## src/gne_ram.sv

```systemverilog
// ----------------------------------------------------------------------------
// Generic single-port-write RAM
// One write port and one read port with registered read data and read enable.
// ----------------------------------------------------------------------------
module gne_ram #(
  parameter int WIDTH = 8,
  parameter int DEPTH = 16,
  localparam int AW = $clog2(DEPTH)
) (
  input  logic             clk,
  input  logic             wr_en,
  input  logic [AW-1:0]    wr_addr,
  input  logic [WIDTH-1:0] wr_data,
  input  logic             rd_en,
  input  logic [AW-1:0]    rd_addr,
  output logic [WIDTH-1:0] rd_data
);

  logic [WIDTH-1:0] mem [DEPTH];

  // Write port.
  always_ff @(posedge clk) begin
    if (wr_en) begin
      mem[wr_addr] <= wr_data;
    end
  end

  // Read port; the data holds while the enable is low.
  always_ff @(posedge clk) begin
    if (rd_en) begin
      rd_data <= mem[rd_addr];
    end
  end

endmodule

```

## config.mk

```make
export PLATFORM = sky130hd
export DESIGN_NAME = gne_ram
export DESIGN_NICKNAME = d
export VERILOG_FILES = /design/src/gne_ram.sv
export SDC_FILE = /design/constraint.sdc
export NUM_CORES = 1
export LEC_CHECK = 0
export BUFFER_PORTS_ARGS = -buffer_cell sky130_fd_sc_hd__buf_2
export CAP_MARGIN = 20
export CORE_AREA = 2 2 111 113
export CTS_CLUSTER_DIAMETER = 40
export CTS_CLUSTER_SIZE = 25
export DETAILED_ROUTE_END_ITERATION = 12
export DIE_AREA = 0 0 113 115
export SKIP_CTS_REPAIR_TIMING = 1
export SLEW_MARGIN = 20
export SYNTH_ARGS = -nofsm -noshare
export SYNTH_HDL_FRONTEND = slang
export SYNTH_SLANG_ARGS = --single-unit
```

## constraint.sdc

```tcl
create_clock -name clk -period 3 [get_ports clk]
set_input_delay 0.6 -clock clk [delete_from_list [all_inputs] [get_ports clk]]
set_output_delay 0.6 -clock clk [all_outputs]
set_load 0.005 [all_outputs]
```

==> flow_metrics.py <==
metrics = {
    "outcome": {
        "status": "finished, violations left",
        "violations": "DRC",
    },
    "routing": {
        "ant_nets": 0,
        "avgViaCountPerCell": 5.542,
        "vias": 2433,
        "drt-wirelength-per-cell_microns": 23.15,
        "wirelength_mm": 10.16,
        "drt_iter0_drc": 240,
        "drc": 3,
        "dr.pass1.iters": 8,
    },
    "power": {
        "leakagePower_nw": 2.055,
        "power.density_nw_per_um2": 694.5,
        "ir_worst_vdd_mv": 0.3760,
    },
    "critical_path": {
        "max_stage_delay_ps": 650,
        "crit_chain": "buf_2 > or3b_2 > nor2_1",
        "r2r_end": "rd_data[5]$_DFFE_PP_",
        "cp_slowest_cell": "nor2_1",
        "worst_ep_required_time_ps": 3040,
        "r2r_cells": 3,
        "regToRegSetupSlack_ps": 1540,
        "r2r-start": "mem[1][5]$_DFFE_PP_",
        "cp_data_arrival_time_ps": 1890,
        "cp-end-kind": "flop",
        "cp-start-kind": "input port",
        "crit_type": "input port to flop",
        "cp_max_fo": 8,
    },
    "logic_synthesis": {
        "synth-seq-cells": 136,
        "synth_fp_nets": 248,
        "synth-warning-count": 0,
        "netlist_top_cells_area": "edfxtp_1 (78%), mux4_2 (7.8%), mux4_1 (7.0%), a22oi_1 (2.3%), nor2_1 (0.93%)",
        "yosys.area.top_type": "edfxtp_1",
        "syn_area_per_cell_sq_um": 22.83,
        "synth_area_sq_um": 5228,
        "synth_top_area_frac": 0.7812,
        "syn_inst": 229,
        "ys_types": 18,
        "yosysSeqAreaShare": 0.7812,
    },
    "global_route": {
        "grt_max_degree": 21,
        "met3_usage": 0.04955,
        "use_met2": 0.2591,
        "grt_overflow_total": 0,
        "grt.busiest_layer": "met2",
        "track_usage": 0.1690,
        "antenna_found_initial": 0,
        "grt_pass1_wl_mm": 15.15,
        "grt_use_met1": 0.2334,
        "grt_pass1_vias": 2449,
    },
    "finish": {
        "layout.nets": 299,
        "regArea_sq_um": 4084,
        "fillers": 943,
        "area_growth_syn_to_layout_pct": 17.04,
        "final_core_util": 0.5180,
        "drive_gt1_frac": 0.2945,
        "multiInputGateArea_sq_um": 1057,
        "n_antenna_cell": 0,
    },
    "timing": {
        "tightest_slew_ps": 867.6,
        "hold_viol": 0,
        "setup_slack_ps": 1146,
        "max_slew_margin": 0.4195,
        "slew_viol_final": 0,
        "max_freq_ghz": 0.5394,
        "finClkSkew_ps": 4.217,
        "rsz0062_at_grt": "false",
        "period_needed_ps": 1854,
        "setup_viol": 0,
        "tns_ps": 0,
        "finalCritPeriodShare": 0.6180,
    },
    "floorplan": {
        "die_h_microns": 115,
        "io_pins": 27,
        "die-area_sq_um": 13000,
        "initial_utilization": 0.4426,
        "fp-row-count": 40,
        "die_w_microns": 113,
        "core_sq_um": 11810,
    },
    "worst_hold_path": {
        "whs_path_depth": 1,
        "hp-class": "input port to flop",
        "whs_endpoint": "rd_data[5]$_DFFE_PP_",
        "min_from": "rd_en",
    },
    "clock_network": {
        "numCtsBuffers": 17,
        "cts_root_buf": "clkbuf_16",
        "htree_levels": 4,
        "clock_latency_ps": 410,
        "clock_sinks": 136,
        "path_clk_slew_ps": 60,
        "cts.path.max_buffers": 2,
        "tritoncts": "yes",
    },
    "run": {
        "maxCapViolations": 0,
    },
    "placement": {
        "io_buffers": 26,
        "pre_cts_slack_ps": 691.0,
        "place.gp.congestion": 0.7259,
        "dpl.hpwl_mm": 6.370,
    },
}
how the worst max path moves through the flow:
| stage | startpoint | to | slack [ps] | depth (start not counted) |
|---|---|---|---|---|
| finish | wr_addr[2] | mem[3][4]$_DFFE_PP_ | 1150 | 3 |
| global route | wr_addr[2] | mem[2][7]$_DFFE_PP_ | 1040 | 3 |
| CTS | wr_addr[2] | mem[2][3]$_DFFE_PP_ | 1130 | 3 |
| detailed placement | wr_addr[2] | mem[2][1]$_DFFE_PP_ | 690 | 3 |
| global placement | wr_addr[2] | mem[2][5]$_DFFE_PP_ | 710 | 3 |
| floorplan | wr_addr[2] | mem[0][0]$_DFFE_PP_ | 910 | 2 |
layer usage:
metal | up-vias | wire (microns)
li1 | 1086 | -
met1 | 1273 | 4652
met2 | 67 | 4931
met3 | 7 | 467
met4 | 0 | 113
met5 | - | 0
flip-flops by register name, indices dropped and copies added, names as in the netlist:
name	count
rd_data	8
mem	128
cell type report:
cell class / instances / share of cell area
timing repair buffer: 42 / 0.04090
sequential: 136 / 0.6675
multi-input combinational: 83 / 0.1728
tap: 147 / 0.03006
clock inverter: 12 / 0.01800
clock buffer: 19 / 0.07076
power by group:
| group | internal [W] | total [W] | leakage (nW) | switching (W) |
|---|---|---|---|---|
| Clock | 0.00120 | 0.00191 | 0.262 | 0.000712 |
| Sequential | 0.00214 | 0.00215 | 1.24 | 0.0000105 |
| Combinational | 0.0000796 | 0.000188 | 0.557 | 0.000108 |
metrics by stage:
stage / cells / cell area [sq um] / power [W] / hold WS, ps
after CTS: 439 / 6118 / 0.004276 / 553.3
final: 439 / 6118 / 0.004249 / 560.4
after global placement: 408 / 5575 / 0.002378 / 729.8
after global routing: 439 / 6118 / 0.004378 / 554.4
after detailed placement: 408 / 5575 / 0.002384 / 727.1
after floorplan: 229 / 5228 / 0.002297 / 698.9
cells by family after synthesis:
| kind of cell | Yosys count | synth area share |
|---|---|---|
| mux | 32 | 0.1479 |
| buf+inv | 10 | 0.01651 |
| compound gates | 16 | 0.02298 |
| flops | 136 | 0.7812 |
| simple gates | 35 | 0.03136 |
critical path: cells and delay by family:
family,cells,cell delay [ps]
simple gates,2,1170
buf+inv,1,110
synthesized netlist by cell type, drive strengths merged:
library cell,instances
a22oi,16
and2,1
and2b,1
buf,7
clkdlybuf4s25,3
edfxtp,136
mux4,32
nand2,9
nand2b,2
nand3,1
nand3b,2
nor2,13
nor2b,1
nor3,4
or3b,1
cells in the final DEF, fill, tap and decap left out, types with 4 or more instances in the layout:
cell       netlist  final
nand2_1          9      9
buf_2            3     26
clkinv_2         0      4
a22oi_1         16     16
buf_4            1     16
edfxtp_1       136    136
clkbuf_16        0     17
mux4_1          14     14
nor3_1           4      4
mux4_2          18     18
nor2_1          13     13
clkinv_1         0      4
No activity file was read; power rests on OpenSTA's default activity.
