--- src/gne_pkg.sv ---
// ----------------------------------------------------------------------------
// Grid neighbour expansion package
// Shared types, constants and small helpers for the neighbour expansion core.
// ----------------------------------------------------------------------------
package gne_pkg;

  // Default grid size.
  localparam int GRID_WIDTH_DEF  = 32;
  localparam int GRID_HEIGHT_DEF = 32;

  // Field widths.
  localparam int COORD_W     = 5;
  localparam int COST_W      = 9;
  localparam int PRED_W      = 10;
  localparam int POS_W       = 6;   // coordinate with one spare bit for the edge
  localparam int COST_SUM_W  = 10;
  localparam int CFG_INDEX_W = 1;
  localparam int STEP_W      = 4;

  // Step costs of the octile distance and the saturation value.
  localparam logic [COST_SUM_W-1:0] DIAG_COST     = 10'd14;
  localparam logic [COST_SUM_W-1:0] STRAIGHT_COST = 10'd10;
  localparam logic [COST_W-1:0]     COST_MAX      = 9'd511;

  // Configuration register indexes and reset values.
  localparam logic [CFG_INDEX_W-1:0] REG_GOAL_X = 1'd0;
  localparam logic [CFG_INDEX_W-1:0] REG_GOAL_Y = 1'd1;
  localparam logic [COORD_W-1:0]     GOAL_X_RESET = 5'd10;
  localparam logic [COORD_W-1:0]     GOAL_Y_RESET = 5'd8;

  // Offset codes: a step of minus one, none, or plus one.
  localparam logic [1:0] OFS_NEG  = 2'd0;
  localparam logic [1:0] OFS_ZERO = 2'd1;
  localparam logic [1:0] OFS_POS  = 2'd2;

  // Scan steps: the centre first, then the eight neighbours.
  localparam logic [STEP_W-1:0] STEP_CENTRE = 4'd0;
  localparam logic [STEP_W-1:0] STEP_LAST   = 4'd8;

  // Input word: the cell to expand.
  typedef struct packed {
    logic [COORD_W-1:0] cell_x;
    logic [COORD_W-1:0] cell_y;
  } cell_t;

  // Output word: one neighbour report.
  typedef struct packed {
    logic [COORD_W-1:0] nbr_x;
    logic [COORD_W-1:0] nbr_y;
    logic [COST_W-1:0]  heuristic_cost;
    logic               updated;
    logic               last;
  } result_t;

  // Goal position from the configuration registers.
  typedef struct packed {
    logic [COORD_W-1:0] goal_x;
    logic [COORD_W-1:0] goal_y;
  } goal_t;

  // One grid memory entry.
  typedef struct packed {
    logic              expanded;
    logic              cost_valid;
    logic [COST_W-1:0] cost;
    logic [PRED_W-1:0] pred;
  } entry_t;

  // Column offset code of a scan step (dx outer loop).
  function automatic logic [1:0] nbr_dx(input logic [STEP_W-1:0] step);
    logic [1:0] code;
    code = OFS_ZERO;
    unique case (step) inside
      4'd1, 4'd2, 4'd3: code = OFS_NEG;
      4'd4, 4'd5:       code = OFS_ZERO;
      4'd6, 4'd7, 4'd8: code = OFS_POS;
      default:          code = OFS_ZERO;
    endcase
    return code;
  endfunction

  // Row offset code of a scan step (dy inner loop).
  function automatic logic [1:0] nbr_dy(input logic [STEP_W-1:0] step);
    logic [1:0] code;
    code = OFS_ZERO;
    unique case (step) inside
      4'd1, 4'd4, 4'd6: code = OFS_NEG;
      4'd2, 4'd7:       code = OFS_ZERO;
      4'd3, 4'd5, 4'd8: code = OFS_POS;
      default:          code = OFS_ZERO;
    endcase
    return code;
  endfunction

  // Applies an offset code; stepping left of zero gives all ones.
  function automatic logic [POS_W-1:0] shift_coord(input logic [COORD_W-1:0] c,
                                                   input logic [1:0] code);
    return {1'b0, c} + {4'b0, code} - 6'd1;
  endfunction

endpackage

--- src/gne_cost.sv ---
// ----------------------------------------------------------------------------
// Octile distance unit
// Distance from a grid position to the goal: 14 per diagonal, 10 per straight.
// ----------------------------------------------------------------------------
module gne_cost (
  input  gne_pkg::goal_t                goal,
  input  logic [gne_pkg::POS_W-1:0]     pos_x,
  input  logic [gne_pkg::POS_W-1:0]     pos_y,
  output logic [gne_pkg::COST_W-1:0]    cost
);

  logic [gne_pkg::POS_W-1:0]      goal_x6;
  logic [gne_pkg::POS_W-1:0]      goal_y6;
  logic [gne_pkg::POS_W-1:0]      dist_x;
  logic [gne_pkg::POS_W-1:0]      dist_y;
  logic [gne_pkg::POS_W-1:0]      diag;
  logic [gne_pkg::POS_W-1:0]      straight;
  logic [gne_pkg::COST_SUM_W-1:0] sum;

  // Absolute distances along each axis.
  assign goal_x6 = {1'b0, goal.goal_x};
  assign goal_y6 = {1'b0, goal.goal_y};
  assign dist_x  = (pos_x > goal_x6) ? (pos_x - goal_x6) : (goal_x6 - pos_x);
  assign dist_y  = (pos_y > goal_y6) ? (pos_y - goal_y6) : (goal_y6 - pos_y);

  // Diagonal steps cover the shorter axis, straight steps the remainder.
  assign diag     = (dist_x < dist_y) ? dist_x : dist_y;
  assign straight = (dist_x < dist_y) ? (dist_y - dist_x) : (dist_x - dist_y);

  // Weighted sum, saturated to the field width.
  assign sum  = 10'(diag) * gne_pkg::DIAG_COST + 10'(straight) * gne_pkg::STRAIGHT_COST;
  assign cost = (sum > {1'b0, gne_pkg::COST_MAX}) ? gne_pkg::COST_MAX : sum[8:0];

endmodule

--- config.mk ---
export PLATFORM = sky130hd
export DESIGN_NAME = gne_cost
export DESIGN_NICKNAME = d
export VERILOG_FILES = /design/src/gne_pkg.sv /design/src/gne_cost.sv
export SDC_FILE = /design/constraint.sdc
export NUM_CORES = 1
export LEC_CHECK = 0
export BUFFER_PORTS_ARGS = -buffer_cell sky130_fd_sc_hd__buf_2
export CAP_MARGIN = 20
export CORE_UTILIZATION = 68
export DETAILED_ROUTE_END_ITERATION = 16
export GPL_ROUTABILITY_DRIVEN = 0
export PLACE_DENSITY_LB_ADDON = 0.12
export SLEW_MARGIN = 20
export SYNTH_ARGS = -nofsm -noshare
export SYNTH_HDL_FRONTEND = slang
export SYNTH_SLANG_ARGS = --single-unit
--- constraint.sdc ---
create_clock -name vclk -period 26.7
set_clock_uncertainty 0.05 [all_clocks]
set_input_delay 4.005 -clock vclk [all_inputs]
set_output_delay 4.005 -clock vclk [all_outputs]
set_load 0.05 [all_outputs]
==> results.ini <==
[setup_path]
critPathSlowestCell = nor2_1
max_stage_delay_ns = 0.71
cp_max_fo = 13
worstPathArrival_ns = 11.99
crit_top_cell = ha_1
crit_buf_inv = 4
crit_path_end_kind = output port
critical_path_class = primary input to output port
cp_top_family = compound AO/OA/AOI/OAI gates
cp-start-kind = primary input
cp.required_ns = 22.65

[die]
coreArea_um2 = 3720
io_pins = 31
die_area_um2 = 4170
die_w_um = 64.6
die_y_um = 64.6
initial_core_util_pct = 71.7
num_rows = 22

[timing]
timing.fmax_mhz = 62.3
period_needed_ns = 16.05
hold_viol = 0
drv_slew = 0
period_share_pct = 60.1
worst_pin_slew_ns = 0.920
setup_viol_count_final = 0
tns_ns = 0
slew_headroom_pct = 38.4
rsz0062_at_grt = no
post-route-worst-setup-slack_ns = 10.65

[cts]
ctsHoldBuffers = 0
ctsResizeCount = 0
post-cts-setup-buffers = 0

[finish]
final_net_count = 465
num_antenna_cells = 0
area.sequential_um2 = 0
final_layout_size_suffix_gt1_share_pct = 13.0
syn_to_final_growth_pct = 7.37
fill_cells = 315
fin_util_pct = 77.0
clockBufferCount = 0
seq_cells = 0

[global_route]
grt-ovfl-total = 0
grt_max_degree = 14
grt_pass1_wl_um = 10100
grt_pass1_vias = 2349
track_usage_pct = 29.5
antenna_found_initial = 0

[synthesis]
synth_area_um2 = 2660
syn_nets = 436
synth_common_cells = inv_1 (58), ha_1 (53), a21oi_1 (25)
yosysTopAreaCell = ha_1
avgSynthCellArea_um2 = 7.63
synth.distinct_cells = 56
yosys.area.top_type_share_pct = 24.9
synth_area_leaders = ha_1 (25%), fa_1 (9.0%), inv_1 (8.2%), xnor2_1 (5.9%), mux2i_1 (5.3%)
yosysWarnings = 0
synth_most_common_cell = inv_1
synth_cells = 349
yosysSeqAreaShare_pct = 0

[placed_design]
port_buffers = 31
hpwl_um = 5000
pre_cts_slack_ns = 10.74

[hold_path]
holdCritStartpoint = pos_y[0]
holdPathStages = 6
whs_endpoint = cost[1]
hp-class = primary input to output port

[routing]
vias = 2479
avgViaCountPerCell = 5.85
drtIter0Drc = 183
drt-total-wl_um = 5690
ant_nets = 0
dr.pass1.iters = 5
drc = 0
wl_per_cell_um = 13.4

[status]
status = completed

[flow_run]
maxCapViolations = 0

==> worst min-delay path: cells and delay by family <==
| family | cells | cell delay, ns |
|---|---|---|
| AOI/OAI and AO/OA | 1 | 0.10 |
| adders and majority gates | 1 | 0.25 |
| buffers and inverters | 2 | 0.30 |
| and+or+nand+nor | 2 | 0.15 |
==> worst max-delay path by stage <==
stage / from / cells past startpoint / end
CTS: goal[7] / 33 / cost[8]
global placement: goal[7] / 33 / cost[3]
detailed placement: goal[7] / 33 / cost[3]
global route: pos_x[0] / 35 / cost[3]
finish: goal[7] / 33 / cost[8]
floorplan: goal[7] / 33 / cost[3]
==> per-layer routing <==
layer	global-route usage (%)	share of wire [%]
met1	40.2	48
met2	53.9	48
met3	1.41	4.1
met4	0.278	0
met5	0	0
==> through the flow <==
step	cells	area, um^2	hold slack [ns]
floorplan	349	2660	8.54
global placement	424	2860	8.73
detailed placement	424	2860	8.77
CTS	424	2860	8.78
global route	424	2860	8.83
finish	424	2860	8.76
==> layout make-up <==
cell class,instances,area [um^2],share of cell area [%]
Timing Repair Buffer,31,155,5.42
Inverter,58,218,7.61
Tap cell,48,60.1,2.10
Multi-Input combinational cell,287,2430,84.9
==> placed cells by master, fill, tap and decap left out, types with 2 or more instances in the layout <==
master    synthesis  routed
nand3_1           4       4
or3_1             6       6
mux2_2            5       5
fa_1             12      12
o21ai_0          17      17
nand2_1          21      21
buf_2             3      31
o211ai_1          6       6
a21oi_1          25      25
and3_1            2       2
nand2b_1          4       4
o21a_1            3       3
nor2_1           17      17
a21o_1           10      10
ha_1             53      53
o21ai_1           4       4
a21boi_0          3       3
and2_1            3       3
o21bai_1          2       2
xnor2_1          18      18
xor2_1           11      11
mux2i_1          14      14
or2_2             2       2
o31ai_1           3       3
inv_1            58      58
a211oi_1          7       7
nor3_1            4       4
nor2b_1           4       4
==> kinds of logic (layout without fill, tap and decap cells) <==
group / after synthesis / count (layout) / share of synthesized area [%]
multiplexers: 20 / 20 / 7.89
AO/OA/AOI/OAI: 96 / 96 / 24.1
buffers and inverters: 62 / 89 / 8.88
adder cells (fa/ha/maj): 66 / 66 / 34.3
XOR/XNOR: 30 / 30 / 10.1
AND/OR/NAND/NOR: 75 / 75 / 14.7
Power is left out: the tool's default activity adds up to more than one toggle a clock period on the data nets, which glitch-free logic cannot reach.
